## src/rtl/cmo_pkg.sv

```systemverilog
`timescale 1ns / 1ps
`default_nettype none
// ----------------------------------------------------------------------------
// cmo_pkg
// Shared types, constants and the Q3.12 rounding function of the channel
// mixer.
// ----------------------------------------------------------------------------
package cmo_pkg;

    localparam int LANES        = 8;
    localparam int CH_LIMIT_DEF = 8;

    // Full-scale limits, PCM16 scale with 8 fraction bits
    localparam logic signed [47:0] FULL_POS = 48'sd8388352;
    localparam logic signed [47:0] FULL_NEG = -48'sd8388608;

    // Configuration register indexes
    localparam logic [2:0] REG_OP_MODE     = 3'd0;
    localparam logic [2:0] REG_CHANNELS_IN = 3'd1;
    localparam logic [2:0] REG_SRC_CHANNEL = 3'd2;
    localparam logic [2:0] REG_DST_CHANNEL = 3'd3;
    localparam logic [2:0] REG_GAIN        = 3'd4;

    typedef enum logic [2:0] {
        MODE_SWAP    = 3'd0,
        MODE_ADD     = 3'd1,
        MODE_VOLUME  = 3'd2,
        MODE_LIMIT   = 3'd3,
        MODE_UPMIX   = 3'd4,
        MODE_DOWNMIX = 3'd5,
        MODE_KILLMIX = 3'd6
    } mode_t;

    // Per-word control carried down the pipeline
    typedef struct packed {
        logic [2:0]        mode;
        logic [3:0]        cnt;
        logic [2:0]        src;
        logic signed [4:0] dst;
        logic              last;
    } ctrl_t;

    // What one lane hands to the merge stage
    typedef struct packed {
        logic signed [31:0] sample;
        logic signed [31:0] scaled;
        logic               sat;
    } lane_t;

    // Round a Q3.12 product to nearest, ties toward plus infinity
    function automatic logic signed [36:0] scale_round(input logic signed [47:0] p);
        logic signed [48:0] biased;
        begin
            biased = {p[47], p} + 49'sd2048;
            return biased[48:12];
        end
    endfunction

endpackage
`default_nettype wire

```

## src/rtl/cmo_lane.sv

```systemverilog
`timescale 1ns / 1ps
`default_nettype none
// ----------------------------------------------------------------------------
// cmo_lane
// One channel lane: multiply the sample by the gain, then round and
// saturate the product to 32 bits. Two register stages.
// ----------------------------------------------------------------------------
module cmo_lane (
    input  wire logic               clk,
    input  wire logic signed [31:0] sample,
    input  wire logic               keep,
    input  wire logic signed [15:0] gain,
    output cmo_pkg::lane_t          lane_b
);

    logic signed [31:0] a_sample_reg;
    logic signed [47:0] a_prod_reg;
    logic signed [31:0] a_sample_next;
    logic signed [47:0] a_prod_next;
    logic signed [36:0] rnd;
    cmo_pkg::lane_t     b_next;
    cmo_pkg::lane_t     b_reg;

    always_comb
    begin
        a_sample_next = keep ? sample : 32'sd0;
        a_prod_next   = a_sample_next * gain;
    end

    always_comb
    begin
        rnd           = cmo_pkg::scale_round(a_prod_reg);
        b_next.sample = a_sample_reg;
        b_next.sat    = 1'b0;
        if (rnd[36:31] == {6{rnd[36]}})
        begin
            b_next.scaled = rnd[31:0];
        end
        else
        begin
            // saturate towards the sign of the product
            b_next.sat    = 1'b1;
            b_next.scaled = rnd[36] ? 32'sh8000_0000 : 32'sh7FFF_FFFF;
        end
    end

    always_ff @(posedge clk)
    begin
        a_sample_reg <= a_sample_next;
        a_prod_reg   <= a_prod_next;
        b_reg        <= b_next;
    end

    assign lane_b = b_reg;

endmodule
`default_nettype wire

```

## config.mk

```make
export PLATFORM = sky130hd
export DESIGN_NAME = cmo_lane
export DESIGN_NICKNAME = d
export VERILOG_FILES = /design/src/rtl/cmo_pkg.sv /design/src/rtl/cmo_lane.sv
export SDC_FILE = /design/constraint.sdc
export NUM_CORES = 2
export LEC_CHECK = 0
export ABC_CLOCK_PERIOD_IN_PS = 8590
export BUFFER_PORTS_ARGS = -buffer_cell sky130_fd_sc_hd__buf_2
export CAP_MARGIN = 10
export CELL_PAD_IN_SITES_DETAIL_PLACEMENT = 1
export CELL_PAD_IN_SITES_GLOBAL_PLACEMENT = 1
export CORE_ASPECT_RATIO = 0.7
export CORE_MARGIN = 3
export CORE_UTILIZATION = 50
export DETAILED_ROUTE_END_ITERATION = 7
export GPL_ROUTABILITY_DRIVEN = 0
export GPL_TIMING_DRIVEN = 0
export HOLD_SLACK_MARGIN = 0.12
export PLACE_DENSITY_LB_ADDON = 0.25
export SLEW_MARGIN = 20
export SYNTH_ARGS = -nofsm -noshare
export SYNTH_HDL_FRONTEND = slang
export SYNTH_SLANG_ARGS = --single-unit
```

## constraint.sdc

```tcl
create_clock -name clk -period 8.59 [get_ports clk]
set_input_delay 1.718 -clock clk [delete_from_list [all_inputs] [get_ports clk]]
set_output_delay 1.718 -clock clk [all_outputs]
set_load 0.1 [all_outputs]
```

======== Word level (Yosys, flattened, before mapping) ========
Index checks and enable logic that the tools add are counted.
operators by class
  $add $sub $neg .......................... 1
  $mul .................................... 1
  div/mod/pow operators ................... 0
  magnitude comparators ................... 0
  equality and inequality tests ........... 1
  shifts and indexed selects .............. 0
  muxes and demuxes ....................... 4
  bitwise gates (word level) .............. 0
  reductions and logical operators ........ 0
operator list
  operator                                                          count
  32-bit two-way mux                                                3
  48-bit by 13-bit adder with 49-bit output, second input constant  1
  32-bit by 16-bit multiplier with 48-bit output                    1
  5-bit == test                                                     1
  1-bit two-way mux                                                 1
storage, ports and cells
  flip-flop bits (word level) ............. 145
  bits in latches ......................... 0
  memory bits (writable) .................. 0
  memory bits (read-only) ................. 0
  input port bits ......................... 50
  output and inout port bits .............. 65
  logic and storage cells ................. 12
  memories kept ........................... 0

======== Depth between registers and ports, before layout ========
  depth in word-level cells ............... 3
  depth in mapped cells ................... 27
  gate-level depth less buffers ........... 24

======== Worst setup path before layout ========
Ideal clock, no wire load.
  path kind ............................... input port to flip-flop
  start point ............................. in keep
  end point ............................... reg a_prod_reg[44]
  setup time .............................. 0.122 ns
  arrival time ............................ 7.806 ns
  data required time ...................... 8.468 ns
  slack ................................... 0.662 ns
  stages on the path ...................... 25
  path buffers ............................ 3
  path through ............................ buf_2 > clkbuf_1 > and2_1 > clkbuf_1 > nand2_1 > fa_1 > inv_1 > fa_1 > inv_1 > fa_1 > inv_1 > fa_1 > fa_1 > inv_1 > fa_1 > inv_1 > ha_1 > a21oi_1 > o21ai_0 > nor3_1 > a21oi_1 > a21oi_1 > o41ai_2 > a2111oi_0 > a311o_1
on the way
  longest elaborated chain between the ends .. 2
RTL lines
  what                                            RTL line        text
  start, declared                                 cmo_lane.sv:11  input wire logic keep,
  32-bit two-way mux                              cmo_lane.sv:26  a_sample_next = keep ? sample : 32'sd0;
  via a_sample_next[7]                            cmo_lane.sv:18  logic signed [31:0] a_sample_next;
  32-bit by 16-bit multiplier with 48-bit output  cmo_lane.sv:27  a_prod_next = a_sample_next * gain;
  via a_prod_next[44]                             cmo_lane.sv:19  logic signed [47:0] a_prod_next;
  end signal, assigned                            cmo_lane.sv:50  a_prod_reg <= a_prod_next;
  end, declared                                   cmo_lane.sv:17  logic signed [47:0] a_prod_reg;
The timed path passes the listed nets, and every way through them passes these cells.

======== Worst setup path after layout ========
  start point ............................. in gain[15]
  end point ............................... reg a_prod_reg[44]
on the way
  longest elaborated chain between the ends .. 1
RTL lines
  what                                            RTL line        text
  start, declared                                 cmo_lane.sv:12  input wire logic signed [15:0] gain,
  32-bit by 16-bit multiplier with 48-bit output  cmo_lane.sv:27
  via a_prod_next[44]                             cmo_lane.sv:19
The timed path passes the listed nets, and every way through them passes these cells.

==> impl_metrics.toml <==
[outcome]
status = "completed"

[clocking]
cts_tree = "yes"
cts_buffer_depth = 2
cts_buffers = 17
cts_sinks = 134
clkTransAtPathRegs_ns = 0.07
cts_root_buf = "clkbuf_16"
htree_levels = 4
clock_latency_ns = 0.47

[routing]
dr.pass1.iters = 5
vias = 17900
ant_nets = 0
wirelength_um = 78100
wl_per_cell_um = 25.2
viasPerCell = 5.78
drt_iter0_drc = 1563
route.detailed.drc = 0

[global_route]
grt_pass1_vias = 20300
overflow = 0
grt_usage_pct = 34.8
grt_start_max_net_pins = 17
antenna_found_initial = 5
grt_pass1_wl_um = 120000

[worst_setup_path]
crit_buf_inv = 5
r2r-start = "a_prod_reg[11]"
cp-end-kind = "flop"
crit_path_max_fanout = 10
crit_path_frequent_cell = "fa_1"
critPathTopFamily = "adder cells"
start_kind = "input port"
cpPeakStageDelay_ns = 0.76
path_class = "in2reg"
worstSetupStartpoint = "gain[15]"
arrival_ns = 8.81
crit_chain = "buf_2 > inv_2 > buf_1 > nor2_1 > fa_1 > fa_1 > fa_1 > fa_1 > fa_1 > inv_1 > fa_1 > inv_1 > ha_1 > a21oi_2 > nand2_1 > a221oi_1 > o21ai_0 > a21oi_2 > o41ai_4 > a21o_1 > a311o_1"
crit_path_top_delay_cell = "buf_1"
critPathRequiredTime_ns = 8.93

[logic_synthesis]
yosys_warnings = 0
synth-compound-area-share_pct = 5.63
synth_top_flop_cell = "dfxtp_1"
synthAdderAreaFrac_pct = 51.0
syn_inst = 2372
yosysSeqAreaShare_pct = 12.3
syn_area_mm2 = 0.0218
synth_mux_area_share_pct = 0.0460
syn-num-nets = 3019
synthSimpleGateAreaFrac_pct = 16.0
synth_xor_area_share_pct = 2.86
syn_avg_cell_area_um2 = 9.18
synth_edf_count = 0
synth_top_family_by_area = "adder cells"
synth_cell_types = 66
async_reset_ff_share_pct = 0
synth-seq-cells = 134

[placed_design]
portBuffers = 113
place_hpwl_um = 63900
place_ws_ns = -1.30
placed_cell_area_mm2 = 0.0231

[min_path]
holdCritPathClass = "reg2reg"
worstHoldStart = "a_sample_reg[14]"

[finish]
layout-drive-gt1-share_pct = 8.64
fin_area_mm2 = 0.0237
seqCellArea_mm2 = 0.00268
largest_reg_flops = 65
areaGrowthSynthToFinish_pct = 8.94
num-fill-cells = 4957
multi_input_area_mm2 = 0.0165
fin_nets = 3145

[die]
row_count = 63
fp.dieW_um = 255
die-area_mm2 = 0.0461
io_pins = 115
initial_core_util_pct = 51.0
core-area_mm2 = 0.0426
die_y_um = 181

[sta]
slew_viol_final = 0
fin_ws_ns = 0.112
fin_skew_ns = 0.00908
final_hold_viol_count = 0
worstMarginPinSlew_ns = 1.11
max_slew_margin_pct = 26.1
final.period_utilization_pct = 98.7
max_freq_ghz = 0.118
setup_viol = 0
finalCriticalPeriod_ns = 8.48
setup_tns_ns = 0

[run]
drv_cap = 0

[power]
power.total_mw = 10.7
power.leakage_nw = 12.2
vdd_drop_max_uv = 330
p_per_area_mw_per_mm2 = 451
## worst register-to-register path: cells and delay by family (launching register included)
kind | cells | cell delay [ns]
AOI/OAI and AO/OA | 3 | 0.53
buffers and inverters | 2 | 0.34
DFF | 1 | 0.36
adders and majority gates | 1 | 0.22
and+or+nand+nor | 5 | 1.61
## metal layers
metal,up-vias,GRT usage [%],share of wire [%]
met2,941,54.4,45
li1,7424,-,-
met4,4,15.9,4.8
met5,-,0,0.035
met3,245,11.1,11
met1,9291,44.4,39
## synth_stat cells, drive strengths merged (2+ instances only)
cell | n | share of area [%]
a211oi | 5 | 0.17
a21boi | 3 | 0.10
a21o | 13 | 0.45
a21oi | 48 | 1.1
a221o | 2 | 0.092
a221oi | 2 | 0.080
a22oi | 28 | 1.2
a2bb2oi | 3 | 0.12
a311o | 2 | 0.092
a311oi | 3 | 0.12
a31o | 3 | 0.12
a31oi | 7 | 0.20
and2 | 37 | 1.1
and3 | 210 | 6.0
and4 | 7 | 0.29
buf | 10 | 0.30
clkbuf | 115 | 2.0
dfxtp | 134 | 12
fa | 485 | 45
ha | 112 | 6.4
inv | 572 | 9.9
nand2 | 317 | 5.5
nand2b | 10 | 0.29
nand3 | 22 | 0.59
nand4 | 18 | 0.59
nand4b | 2 | 0.080
nor2 | 52 | 0.90
nor2b | 3 | 0.086
nor3 | 12 | 0.33
o2111ai | 3 | 0.12
o211ai | 3 | 0.10
o21a | 3 | 0.10
o21ai | 23 | 0.53
o21bai | 6 | 0.21
o311a | 2 | 0.092
o311ai | 2 | 0.080
o31ai | 6 | 0.21
or2 | 3 | 0.086
or3 | 3 | 0.086
xnor2 | 38 | 1.5
xor2 | 33 | 1.3
## cell usage in the layout (no fill, tap or decap), drive strengths merged, types with 5 or more instances in the layout
master	count
inv	580
fa	485
nand2	317
and3	210
dfxtp	134
buf	126
clkbuf	124
ha	112
nor2	52
a21oi	48
xnor2	38
and2	37
xor2	33
a22oi	28
o21ai	23
nand3	22
nand4	18
a21o	13
nor3	12
nand2b	10
a31oi	7
and4	7
o21bai	6
o31ai	6
a211oi	5
## area by class of cell
type	instances	share of cell area, %
Sequential cell	134	11.3
Clock inverter	14	0.586
Clock buffer	18	1.81
Buffer	117	2.16
Multi-Input combinational cell	1541	69.5
Antenna cell	3	0.0317
Timing Repair Buffer	115	2.45
Inverter	572	9.05
Tap cell	585	3.09
## per-stage QoR
stage,util [%],hold WS [ns],instances
after floorplan,-,0.310,2372
after global placement,54.1,0.310,3070
after detailed placement,54.1,0.313,3070
after CTS,55.4,0.324,3095
after global routing,55.6,0.329,3097
final,55.6,0.320,3099
## logic make-up (layout without fill, tap and decap cells)
logic type               Yosys count  in the layout
AO/OA/AOI/OAI                    174            174
buffers and inverters            697            836
multiplexers                       1              1
XOR/XNOR                          71             71
adder cells (fa/ha/maj)          597            597
flip-flops                       134            134
AND/OR/NAND/NOR                  698            698
other                              0              3
## final timing paths
path | to | slack [ns] | cells past startpoint
setup / recovery | a_prod_reg[44] | 0.11 | 21
hold / removal | lane_b[47] | 0.32 | 0
setup reg to reg | lane_b[28] | 5.40 | 11
hold reg to reg | lane_b[47] | 0.32 | 0
## what timing repair did
action                     4_1_cts  5_1_grt
setup endpoints to repair       19       16
gates resized for setup         21       38
hold buffers                     0        0
buffers inserted                 0        2
pin swaps                        1        1
cloned                           0        0
## power by group
group          internal (mW)  leakage [nW]  switching, mW
clock                  0.405         0.276          0.339
combinational           3.23          10.8           5.67
sequential             0.909          1.12          0.132
total                   4.55          12.2           6.14
Power figures use the tool's default switching activity.
